`src/sv/rgbhsl_pkg.sv`:
```
// Shared types, constants and width helpers for the RGB to HSL converter.
package rgbhsl_pkg;

	localparam int CHANNEL_BITS      = 8;
	localparam int HUE_BITS          = 13;
	localparam int HUE_FRAC_BITS_DEF = 4;
	localparam int DEN_BITS          = CHANNEL_BITS + 1;

	localparam longint CMAX = (longint'(1) << CHANNEL_BITS) - 1;

	// 2*CMAX*d + den, d and den at most CMAX
	localparam int SAT_NUM_BITS = $clog2((2 * CMAX + 1) * CMAX + 1);

	typedef logic [CHANNEL_BITS-1:0] chan_t;

	typedef struct packed {
		chan_t red;
		chan_t green;
		chan_t blue;
	} pixel_t;

	typedef struct packed {
		logic [HUE_BITS-1:0] hue;
		chan_t               saturation;
		chan_t               lightness;
	} hsl_t;

	function automatic int hue_full(int hf);
		return 360 << hf;
	endfunction

	function automatic int quo_bits(int hf);
		int hw;
		hw = $clog2(hue_full(hf) + 1);
		return (hw > CHANNEL_BITS) ? hw : CHANNEL_BITS;
	endfunction

	// 2*hue_sixth*num + d, num at most 6*d
	function automatic int hue_num_bits(int hf);
		return $clog2((2 * longint'(hue_full(hf)) + 1) * CMAX + 1);
	endfunction

endpackage

```
`src/sv/rgbhsl_prep.sv`:
```
// Front end: min/max, sector, lightness and divider operands, four stages.
module rgbhsl_prep #(
	parameter int HUE_FRAC_BITS = rgbhsl_pkg::HUE_FRAC_BITS_DEF
) (
	input  logic                                                  clk,
	input  logic                                                  arst_n,
	input  logic                                                  in_valid,
	input  rgbhsl_pkg::pixel_t                                    pixel,
	output logic                                                  out_valid,
	output logic                                                  grey,
	output rgbhsl_pkg::chan_t                                     lightness,
	output logic [rgbhsl_pkg::hue_num_bits(HUE_FRAC_BITS)-1:0]    hue_num,
	output logic [rgbhsl_pkg::DEN_BITS-1:0]                       hue_den,
	output logic [rgbhsl_pkg::SAT_NUM_BITS-1:0]                   sat_num,
	output logic [rgbhsl_pkg::DEN_BITS-1:0]                       sat_den
);
	import rgbhsl_pkg::*;

	localparam int     HNW        = hue_num_bits(HUE_FRAC_BITS);
	localparam int     DIFF_W     = CHANNEL_BITS + 3;
	localparam longint HUE_SIXTH2 = longint'(120) << HUE_FRAC_BITS;

	typedef enum logic [1:0] {SECT_RED, SECT_GREEN, SECT_BLUE} sect_t;

	// stage 1
	logic   v_s1;
	pixel_t pix_s1;

	always_ff @(posedge clk or negedge arst_n) begin
		if (!arst_n) v_s1 <= 1'b0;
		else         v_s1 <= in_valid;
	end

	always_ff @(posedge clk) begin
		pix_s1 <= pixel;
	end

	// stage 2
	chan_t                 hi, lo;
	sect_t                 sect;
	logic                  v_s2, grey_s2;
	pixel_t                pix_s2;
	logic [CHANNEL_BITS:0] sum_s2;
	chan_t                 d_s2;
	sect_t                 sect_s2;

	always_comb begin
		hi = pix_s1.red;
		lo = pix_s1.red;
		if (pix_s1.green > hi) hi = pix_s1.green;
		if (pix_s1.blue > hi)  hi = pix_s1.blue;
		if (pix_s1.green < lo) lo = pix_s1.green;
		if (pix_s1.blue < lo)  lo = pix_s1.blue;
		if (hi == pix_s1.red)        sect = SECT_RED;
		else if (hi == pix_s1.green) sect = SECT_GREEN;
		else                         sect = SECT_BLUE;
	end

	always_ff @(posedge clk or negedge arst_n) begin
		if (!arst_n) v_s2 <= 1'b0;
		else         v_s2 <= v_s1;
	end

	always_ff @(posedge clk) begin
		pix_s2  <= pix_s1;
		sum_s2  <= {1'b0, hi} + {1'b0, lo};
		d_s2    <= hi - lo;
		grey_s2 <= (hi == lo);
		sect_s2 <= sect;
	end

	// stage 3
	logic [DIFF_W-1:0]       rx, gx, bx, dx, num;
	logic [DEN_BITS-1:0]     den;
	logic [CHANNEL_BITS+1:0] sum_rnd;
	logic                    v_s3, grey_s3;
	logic [DIFF_W-1:0]       num_s3;
	chan_t                   d_s3, light_s3;
	logic [DEN_BITS-1:0]     den_s3;

	always_comb begin
		rx      = DIFF_W'(pix_s2.red);
		gx      = DIFF_W'(pix_s2.green);
		bx      = DIFF_W'(pix_s2.blue);
		dx      = DIFF_W'(d_s2);
		den     = (longint'(sum_s2) <= CMAX) ? sum_s2 : DEN_BITS'(2 * CMAX) - sum_s2;
		sum_rnd = {1'b0, sum_s2} + 1'b1;
		// modular arithmetic; every sector result is non-negative
		case (sect_s2)
			SECT_RED:   num = (gx >= bx) ? gx - bx : 3'd6 * dx + gx - bx;
			SECT_GREEN: num = 2'd2 * dx + bx - rx;
			default:    num = 3'd4 * dx + rx - gx;
		endcase
	end

	always_ff @(posedge clk or negedge arst_n) begin
		if (!arst_n) v_s3 <= 1'b0;
		else         v_s3 <= v_s2;
	end

	always_ff @(posedge clk) begin
		grey_s3  <= grey_s2;
		num_s3   <= num;
		d_s3     <= d_s2;
		den_s3   <= den;
		light_s3 <= sum_rnd[CHANNEL_BITS:1];
	end

	// stage 4: rounded-division operands (2*n + d) / (2*d)
	logic                    v_s4, grey_s4;
	chan_t                   light_s4;
	logic [HNW-1:0]          hue_num_s4;
	logic [DEN_BITS-1:0]     hue_den_s4, sat_den_s4;
	logic [SAT_NUM_BITS-1:0] sat_num_s4;

	always_ff @(posedge clk or negedge arst_n) begin
		if (!arst_n) v_s4 <= 1'b0;
		else         v_s4 <= v_s3;
	end

	always_ff @(posedge clk) begin
		grey_s4    <= grey_s3;
		light_s4   <= light_s3;
		hue_num_s4 <= HNW'(num_s3) * HNW'(HUE_SIXTH2) + HNW'(d_s3);
		hue_den_s4 <= {d_s3, 1'b0};
		sat_num_s4 <= SAT_NUM_BITS'(d_s3) * SAT_NUM_BITS'(2 * CMAX) + SAT_NUM_BITS'(den_s3);
		sat_den_s4 <= {den_s3[DEN_BITS-2:0], 1'b0};
	end

	assign out_valid = v_s4;
	assign grey      = grey_s4;
	assign lightness = light_s4;
	assign hue_num   = hue_num_s4;
	assign hue_den   = hue_den_s4;
	assign sat_num   = sat_num_s4;
	assign sat_den   = sat_den_s4;

endmodule

```
`src/sv/rgbhsl_div.sv`:
```
// Pipelined restoring divider, one quotient bit per stage, with side data.
module rgbhsl_div #(
	parameter int NUM_W  = 24,
	parameter int DEN_W  = 9,
	parameter int Q_W    = 13,
	parameter int SIDE_W = 1
) (
	input  logic              clk,
	input  logic              arst_n,
	input  logic              in_valid,
	input  logic [NUM_W-1:0]  num,
	input  logic [DEN_W-1:0]  den,
	input  logic [SIDE_W-1:0] side,
	output logic              out_valid,
	output logic [Q_W-1:0]    quo,
	output logic [SIDE_W-1:0] side_out
);
	localparam int CW = (NUM_W > DEN_W + Q_W) ? NUM_W : DEN_W + Q_W;

	logic              v_s    [Q_W];
	logic [CW-1:0]     rem_s  [Q_W];
	logic [DEN_W-1:0]  den_s  [Q_W];
	logic [Q_W-1:0]    quo_s  [Q_W];
	logic [SIDE_W-1:0] side_s [Q_W];

	for (genvar k = 0; k < Q_W; k++) begin : g_stage
		localparam int BIT = Q_W - 1 - k;

		logic              v_in;
		logic [CW-1:0]     rem_in, dsh;
		logic [DEN_W-1:0]  den_in;
		logic [Q_W-1:0]    quo_in;
		logic [SIDE_W-1:0] side_in;
		logic              ge;

		if (k == 0) begin : g_first
			assign v_in    = in_valid;
			assign rem_in  = CW'(num);
			assign den_in  = den;
			assign quo_in  = '0;
			assign side_in = side;
		end else begin : g_next
			assign v_in    = v_s[k-1];
			assign rem_in  = rem_s[k-1];
			assign den_in  = den_s[k-1];
			assign quo_in  = quo_s[k-1];
			assign side_in = side_s[k-1];
		end

		assign dsh = CW'(den_in) << BIT;
		assign ge  = (rem_in >= dsh);

		always_ff @(posedge clk or negedge arst_n) begin
			if (!arst_n) v_s[k] <= 1'b0;
			else         v_s[k] <= v_in;
		end

		always_ff @(posedge clk) begin
			rem_s[k]  <= ge ? rem_in - dsh : rem_in;
			den_s[k]  <= den_in;
			quo_s[k]  <= quo_in | (Q_W'(ge) << BIT);
			side_s[k] <= side_in;
		end
	end

	assign out_valid = v_s[Q_W-1];
	assign quo       = quo_s[Q_W-1];
	assign side_out  = side_s[Q_W-1];

endmodule

```
`src/sv/rgb_to_hsl_converter.sv`:
```
// RGB to HSL converter top level: front end, two dividers, output register.
// done is registered: a start transfer runs through the front-end stages, the
// divider stages and the output register, which is set when both dividers are valid.
// Throughput: one pixel per cycle while busy is low; the two pipelined dividers set depth.
// Reset: asynchronous, clears all valid bits; busy is high until the first
// edge after reset release, then stays low. Results cannot be stalled.
module rgb_to_hsl_converter #(
	parameter int HUE_FRAC_BITS = rgbhsl_pkg::HUE_FRAC_BITS_DEF
) (
	input  logic               clk,
	input  logic               arst_n,
	input  logic               start,
	input  rgbhsl_pkg::pixel_t pixel,
	output logic               busy,
	output logic               done,
	output rgbhsl_pkg::hsl_t   result
);
	import rgbhsl_pkg::*;

	localparam int Q_W = quo_bits(HUE_FRAC_BITS);
	localparam int HNW = hue_num_bits(HUE_FRAC_BITS);
	// sampling ticks from the transfer edge to the edge that takes the result
	localparam int LAT = Q_W + 5;
	localparam logic [Q_W-1:0] HUE_FULL_Q = Q_W'(hue_full(HUE_FRAC_BITS));

	logic ready_q;

	always_ff @(posedge clk or negedge arst_n) begin
		if (!arst_n) ready_q <= 1'b0;
		else         ready_q <= 1'b1;
	end

	assign busy = !ready_q;

	logic                    p_valid, p_grey;
	chan_t                   p_light;
	logic [HNW-1:0]          p_hue_num;
	logic [DEN_BITS-1:0]     p_hue_den, p_sat_den;
	logic [SAT_NUM_BITS-1:0] p_sat_num;

	rgbhsl_prep #(
		.HUE_FRAC_BITS(HUE_FRAC_BITS)
	) u_prep (
		.clk       (clk),
		.arst_n    (arst_n),
		.in_valid  (start && ready_q),
		.pixel     (pixel),
		.out_valid (p_valid),
		.grey      (p_grey),
		.lightness (p_light),
		.hue_num   (p_hue_num),
		.hue_den   (p_hue_den),
		.sat_num   (p_sat_num),
		.sat_den   (p_sat_den)
	);

	logic           h_valid, s_valid, s_grey;
	logic [Q_W-1:0] h_quo, s_quo;
	chan_t          h_light;

	rgbhsl_div #(
		.NUM_W (HNW),
		.DEN_W (DEN_BITS),
		.Q_W   (Q_W),
		.SIDE_W(CHANNEL_BITS)
	) u_hue_div (
		.clk      (clk),
		.arst_n   (arst_n),
		.in_valid (p_valid),
		.num      (p_hue_num),
		.den      (p_hue_den),
		.side     (p_light),
		.out_valid(h_valid),
		.quo      (h_quo),
		.side_out (h_light)
	);

	rgbhsl_div #(
		.NUM_W (SAT_NUM_BITS),
		.DEN_W (DEN_BITS),
		.Q_W   (Q_W),
		.SIDE_W(1)
	) u_sat_div (
		.clk      (clk),
		.arst_n   (arst_n),
		.in_valid (p_valid),
		.num      (p_sat_num),
		.den      (p_sat_den),
		.side     (p_grey),
		.out_valid(s_valid),
		.quo      (s_quo),
		.side_out (s_grey)
	);

	logic [Q_W-1:0] hue_wrap;
	logic           done_q;
	hsl_t           res_q;

	// full circle wraps to zero
	assign hue_wrap = (h_quo >= HUE_FULL_Q) ? h_quo - HUE_FULL_Q : h_quo;

	always_ff @(posedge clk or negedge arst_n) begin
		if (!arst_n) done_q <= 1'b0;
		else         done_q <= h_valid && s_valid;
	end

	always_ff @(posedge clk) begin
		res_q.hue        <= s_grey ? '0 : HUE_BITS'(hue_wrap);
		res_q.saturation <= s_grey ? '0 : s_quo[CHANNEL_BITS-1:0];
		res_q.lightness  <= h_light;
	end

	assign done   = done_q;
	assign result = res_q;

	a_latency: assert property (@(posedge clk) disable iff (!arst_n)
		done == $past(start && !busy, LAT))
		else $error("result strobe does not match transfer latency");

	a_grey: assert property (@(posedge clk) disable iff (!arst_n)
		done && (result.saturation == '0) |-> (result.hue == '0))
		else $error("grey pixel with nonzero hue");

	a_busy: assert property (@(posedge clk) disable iff (!arst_n)
		!busy |=> !busy)
		else $error("busy raised after reset");

endmodule
```
`config.mk`:
```
export PLATFORM = sky130hd
export DESIGN_NAME = rgb_to_hsl_converter
export DESIGN_NICKNAME = d
export VERILOG_FILES = /design/src/sv/rgbhsl_pkg.sv /design/src/sv/rgbhsl_prep.sv /design/src/sv/rgbhsl_div.sv /design/src/sv/rgb_to_hsl_converter.sv
export SDC_FILE = /design/constraint.sdc
export NUM_CORES = 2
export LEC_CHECK = 0
export ABC_AREA = 1
export BUFFER_PORTS_ARGS = -buffer_cell sky130_fd_sc_hd__buf_2
export CAP_MARGIN = 20
export CORE_ASPECT_RATIO = 2
export CORE_MARGIN = 2
export CORE_UTILIZATION = 57
export DETAILED_ROUTE_END_ITERATION = 7
export GPL_ROUTABILITY_DRIVEN = 0
export GPL_TIMING_DRIVEN = 0
export PLACE_DENSITY_LB_ADDON = 0.1
export RECOVER_POWER = 50
export SYNTH_ARGS = -nofsm -noshare
export SYNTH_HDL_FRONTEND = slang
export SYNTH_SLANG_ARGS = --single-unit
```
`constraint.sdc`:
```
create_clock -name clk -period 4 [get_ports clk]
set_input_delay 0 -clock clk [delete_from_list [all_inputs] [get_ports clk]]
set_output_delay 0 -clock clk [all_outputs]
set_load 0.02 [all_outputs]
```
* After elaboration in Yosys (flattened, before gate mapping)
Memories as Yosys holds them, arrays and structs flattened. A register that Yosys moved wholly into a read port is not among the register bits.
Index checks and enable logic that the tools add are counted.
Widths: inputs -> output; s select.
** Word-level totals
- Register bits :: 201
- RAM bits :: 1261
- Bits of input ports :: 27
- Output and inout bits :: 31
- Word-level logic and storage cells :: 191
- Memories kept :: 8
** Memory list
- u_hue_div.rem_s :: depth 13, bits a word 22, rd ports 12, clocked after memory_dff 0, write ports 13, RTL line rgbhsl_div.sv:21 : logic [CW-1:0] rem_s [Q_W];
- u_sat_div.rem_s :: depth 13, bits a word 22, rd ports 12, clocked after memory_dff 0, write ports 13, RTL line rgbhsl_div.sv:21
- u_hue_div.quo_s :: depth 13, bits a word 13, rd ports 13, clocked after memory_dff 0, write ports 13, RTL line rgbhsl_div.sv:23 : logic [Q_W-1:0] quo_s [Q_W];
- u_sat_div.quo_s :: depth 13, bits a word 13, rd ports 13, clocked after memory_dff 1, write ports 13, RTL line rgbhsl_div.sv:23
- u_hue_div.den_s :: depth 13, bits a word 9, rd ports 12, clocked after memory_dff 0, write ports 13, RTL line rgbhsl_div.sv:22 : logic [DEN_W-1:0] den_s [Q_W];
- u_sat_div.den_s :: depth 13, bits a word 9, rd ports 12, clocked after memory_dff 0, write ports 13, RTL line rgbhsl_div.sv:22
- +2 memories
** Operators by class
- $add $sub $neg :: 40
- Multipliers :: 3
- Magnitude comparators :: 33
- Eq/ne operators :: 4
- Multiplexer cells :: 35
- Bitwise logic cells :: 24
- Reduce and logical (&&, ||, !) cells :: 3
** Operator list (number)
- $mux 22 :: 26
- $ge 22x10->1 :: 2
- $ge 22x11->1 :: 2
- $ge 22x12->1 :: 2
- $ge 22x13->1 :: 2
- $ge 22x14->1 :: 2
- $ge 22x15->1 :: 2
- $ge 22x16->1 :: 2
- $ge 22x17->1 :: 2
- $ge 22x18->1 :: 2
- $ge 22x19->1 :: 2
- $ge 22x20->1 :: 2
- $ge 22x9->1 :: 2
- $sub 22x10->22 :: 2
- $sub 22x11->22 :: 2
- $sub 22x12->22 :: 2
- $sub 22x13->22 :: 2
- $sub 22x14->22 :: 2
- $sub 22x15->22 :: 2
- $sub 22x16->22 :: 2
- $sub 22x17->22 :: 2
- $sub 22x18->22 :: 2
- $sub 22x19->22 :: 2
- $sub 22x20->22 :: 2
- other kinds (48) :: 70

* Longest topological paths before layout
- Word-level depth :: 6
- Mapped depth :: 37
- Mapped depth without buffers :: 36

* By module
From an unflattened synthesis, not the netlist that was laid out.
** Second synthesis, totals
- Cell total of the unflattened synthesis :: 7220
- Area total of the unflattened synthesis :: 57247.4 um2
** By module, submodules not included
- rgbhsl_div at u_hue_div :: instances 1, cells each 2940, area each 23286.1 um2, seq. area each 11676.2 um2
- rgbhsl_div at u_sat_div :: instances 1, cells each 2725, area each 20986.4 um2, seq. area each 9854.5 um2
- rgbhsl_prep :: instances 1, cells each 1427, area each 11916.4 um2, seq. area each 3263.1 um2
- rgb_to_hsl_converter :: instances 1, cells each 128, area each 1058.5 um2, seq. area each 630.6 um2

* Least setup slack after synthesis
No wires, ideal clock.
- Path kind :: reg2reg
- From :: register u_prep.pix_s1[19] in the netlist's numbering
- To :: register u_prep.d_s2[7]
- Setup time :: 121 ps
- Data arrival time :: 4231 ps
- Required time :: 3879 ps
- Setup slack :: -351 ps
- Cell stages (with the launch flop) :: 29
- Path buffers :: 2
- Period minus slack after synthesis :: 4351 ps
- Path through :: dfxtp_1 inv_1 ha_1 nand2_1 inv_1 nand2_1 nand2_1 nand2_2 nand2_4 buf_6 clkbuf_1 nand2_1 o21ai_0 inv_1 ha_1 a21oi_1 nor2_1 a211oi_1 nand2_2 nand2_1 nand2_1 ha_1 o31ai_1 a21oi_1 o21ai_0 a21oi_1 nor2_1 nor2_1 xor2_1
** Between the ends
- Longest elaborated chain between the ends :: 5
- Elaborated cells on any way between the ends :: 9
- Classes of those cells :: 1 x add/sub; 4 x order compare; 4 x mux
** Ends and longest elaborated chain
- from (decl) :: RTL line rgbhsl_prep.sv:27 : pixel_t pix_s1;
- from (signal assigned) :: RTL line rgbhsl_prep.sv:35 : pix_s1 <= pixel;
- $gt 8x8->1 or $lt 8x8->1 (tied branches) :: RTL line rgbhsl_prep.sv:50, rgbhsl_prep.sv:52
- $mux 8 (on tied branches) :: RTL line rgbhsl_prep.sv:50, rgbhsl_prep.sv:52
- $gt 8x8->1 or $lt 8x8->1 (tied branches) :: RTL line rgbhsl_prep.sv:51, rgbhsl_prep.sv:53
- $mux 8 (on tied branches) :: RTL line rgbhsl_prep.sv:51, rgbhsl_prep.sv:53
- $sub 8x8->8 * :: RTL line rgbhsl_prep.sv:67 : d_s2 <= hi - lo;
- to (signal assigned) :: RTL line rgbhsl_prep.sv:67
- to (decl) :: RTL line rgbhsl_prep.sv:44 : chan_t d_s2;
Mark *: on every way between the ends. The rest lies on a longest branch, timed or not.
A chain may end at the register's enable or synchronous reset.

* Final worst setup path
- From :: register u_prep.pix_s1[21] in the netlist's numbering
- To :: register u_prep.d_s2[7]
The elaborated chain is that of the path after synthesis.

==> impl_metrics.tcl <==
set metrics [dict create \
    cts_max_path_buffers 3 \
    grt_pass1_wl_um 175200 \
    grt-ovfl-total 0 \
    tritoncts "built" \
    wl_met2_um 66660 \
    synthMuxAreaShare_pct 0 \
    fin_nets 6047 \
    final_cell_mix "1,033 x dfxtp_1, 791 x nand2_1, 752 x inv_1, 406 x nor2_1, 325 x ha_1" \
    worstSetupStartpointType "flop" \
    finalCritPeriodShare_pct 107.6 \
    io_buffers 57 \
    start_util_pct 57.39 \
    violations "setup timing" \
    synth.area.top_cells "dfxtp_1 46%, ha_1 9.7%, nand2_1 6.8%, inv_1 6.3%, fa_1 4.0%" \
    ys_warn_count 0 \
    syn_nets 5741 \
    max_slew.worst_pin.slew_ps 965.6 \
    std_cell_rows 148 \
    clock_latency_ps 680 \
    first_iter_violations 1373 \
    vias 35265 \
    postSynthCellCount 5259 \
    wl_per_cell_um 16.78 \
    ys_seq_area_share_pct 46.52 \
    drtAntennaViolNets 0 \
    first_pass_iters 8 \
    cp_data_required_time_ps 4560 \
    final-hold-violation-count 0 \
    post-route-min-period_ps 4305 \
    cp.arrival_ps 4860 \
    die_x_um 206.1 \
    synth_area_um2 46550 \
    htree_levels 3 \
    numCtsBuffers 91 \
    diodes 0 \
    fmaxAchievable_ghz 0.2323 \
    max-slew-margin-rel_pct 35.03 \
    synthXorXnorAreaFrac_pct 6.085 \
    crit_path_end_kind "flop" \
    synth.largest_area_cell "dfxtp_1" \
    max_cap_viol_count 0 \
    worst_slack_ps -304.9 \
    finalSetupViolCount 13 \
    dpl.hpwl_um 85970 \
    synthDominantCellAreaShare_pct 45.50 \
    synth_cell_types 76 \
    root_buffer "clkbuf_16" \
    synth-seq-cells 1077 \
    layout.cells.most_common "dfxtp_1" \
    fp.dieH_um 408.1 \
    wl_met3_um 3156 \
    die_area_um2 84110 \
    grt_antenna_before_repair 0 \
    skew_ps 27.30 \
    clock_sinks 1077 \
    synth_edf_count 0 \
    drc 0 \
    crit_family "simple AND/OR/NAND/NOR gates" \
    synth_top_flop_cell "dfxtp_1" \
    core_area_um2 81110 \
    viasPerCell 5.273 \
    maxSlewViolCount 0 \
    grt_max_degree 20 \
    synth_compound_area_share_pct 9.198 \
    path_buf_inv 6 \
    min_path_type "flop to flop" \
    hold_ws_ps 314.9 \
    syn_to_final_growth_pct 16.03 \
    synth_fa_ha_area_share_pct 13.75 \
    drive_gt1_share_pct 12.88 \
    yosys.area_share.simple_pct 17.32 \
    wl_met1_um 29800 \
    postSynthAreaPerCell_um2 8.851 \
    rsz0062_at_grt "yes" \
    io_pins 58 \
    cts.clk_slew.worst_paths_ps 60 \
    worst_path_largest_cell_delay_ps 390 \
    topRoutingLayerUsed "met4" \
    crit_type "flop to flop" \
    async_flop_share_pct 1.764 \
    finalWirelength_um 112200 \
    track_usage_pct 26.87 \
    synth_top_family_by_area "simple AND/OR/NAND/NOR gates" \
    grt_pass1_vias 37296 \
    outcome "finished with violations" \
    crit_slowest_cell "dfxtp_4" \
    worstPathMaxFanout 6 \
]
## sequential cells by signal, summed over array words and instances (netlist names), 8 cells and up
name,cells
u_sat_div.rem_s,261
u_hue_div.rem_s,255
u_hue_div.side_s,104
u_hue_div.quo_s,91
u_sat_div.den_s,84
u_sat_div.quo_s,36
result,29
u_hue_div.den_s,27
u_prep.pix_s1,24
u_prep.hue_num,22
u_prep.sat_num,16
u_sat_div.side_s,13
u_sat_div.g_stage.v_in,12
u_prep.num_s3,11
u_prep.sum_s2,9
u_prep.bx,8
u_prep.d_s3,8
u_prep.den_s3,8
u_prep.gx,8
u_prep.light_s3,8
u_prep.lightness,8
u_prep.pix_s2,8
## cells in the mapped netlist, types with 13 or more instances
library cell,number
a21o_1,16
a21oi_1,274
a31oi_1,20
buf_2,26
dfrtp_1,19
dfxtp_1,1058
fa_1,94
ha_1,361
inv_1,785
inv_2,13
nand2_1,838
nand2_2,21
nand3_1,207
nand3_2,13
nand3b_1,20
nand4_1,70
nor2_1,414
nor2_2,13
nor3_1,82
nor4_1,55
o211ai_1,20
o21ai_0,263
o21ai_1,38
o21ai_2,26
or2_2,23
xnor2_1,123
xor2_1,193
## path summary, 6_finish.rpt
path,start,cells past startpoint,to,slack (ps)
max,u_prep.pix_s1[21]$_DFF_P_,30,u_prep.d_s2[7]$_DFF_P_,-300
min,u_hue_div.quo_s[4][11]$_DFF_P_,0,u_hue_div.quo_s[5][11]$_DFF_P_,310
max reg2reg,u_prep.pix_s1[21]$_DFF_P_,30,u_prep.d_s2[7]$_DFF_P_,-300
min reg2reg,u_hue_div.quo_s[4][11]$_DFF_P_,0,u_hue_div.quo_s[5][11]$_DFF_P_,310
max in group asynchronous,arst_n,3,u_prep.v_s3$_DFF_PN0_,3010
min in group asynchronous,arst_n,3,u_sat_div.out_valid$_DFF_PN0_,490
## through the flow
stage          utilization, %  TNS, ps  std cells  area, um2  setup slack, ps
3_3_place_gp            59.48   -14610       6366      48240            -1176
6_report                66.59    -1881       6688      54010           -304.9
2_1_floorplan               -   -29.95       5259      46640           -29.95
5_1_grt                 66.59    -4275       6688      54010           -436.3
3_5_place_dp            59.48   -16940       6366      48240            -1309
4_1_cts                 65.92   -959.2       6666      53460           -126.8
## layout make-up
| cell class | instances | area, um2 |
|---|---|---|
| inverters | 802 | 3034 |
| repair buffers | 213 | 1679 |
| clock inverters | 44 | 598.1 |
| plain buffers | 47 | 346.6 |
| multi-input cells | 3333 | 22700 |
| fillers | 6548 | 27100 |
| clock buffers | 122 | 2605 |
| flip-flops and latches | 1077 | 21730 |
| well taps | 1050 | 1314 |
## repair_timing
action,4_1_cts,5_1_grt
hold buffers,52,0
hold endpoints to repair,44,0
gates resized for setup,196,95
endpoints found under the setup margin,27,25
cloned,2,0
setup buffers,80,27
pin swaps,107,67
## cell families (layout without fill, tap and decap cells)
group                    count (synthesis)  in the layout
AND/OR/NAND/NOR                       1810           1810
flip-flops                            1077           1077
buffers and inverters                  849           1228
AO/OA/AOI/OAI                          747            747
adder cells (fa/ha/maj)                455            455
XOR/XNOR                               320            320
other                                    1              1
## worst reg2reg max path: cells and delay by family, from the launching register on
| family | cells | cell delay, ps |
|---|---|---|
| AO/OA/AOI/OAI | 5 | 890 |
| XOR/XNOR | 1 | 150 |
| adder cells (fa/ha/maj) | 3 | 760 |
| buffers and inverters | 6 | 540 |
| flip-flops | 1 | 390 |
| AND/OR/NAND/NOR | 15 | 1500 |
## metal layers
metal / GRT usage (%) / vias up
met2: 57.23 / 809
met1: 17.42 / 16301
met3: 3.839 / 540
met5: 0 / -
li1: - / 17615
met4: 25.95 / 0
Power is not shown: default switching activity piles up to over one toggle a cycle in this logic, so the estimate is an artifact.
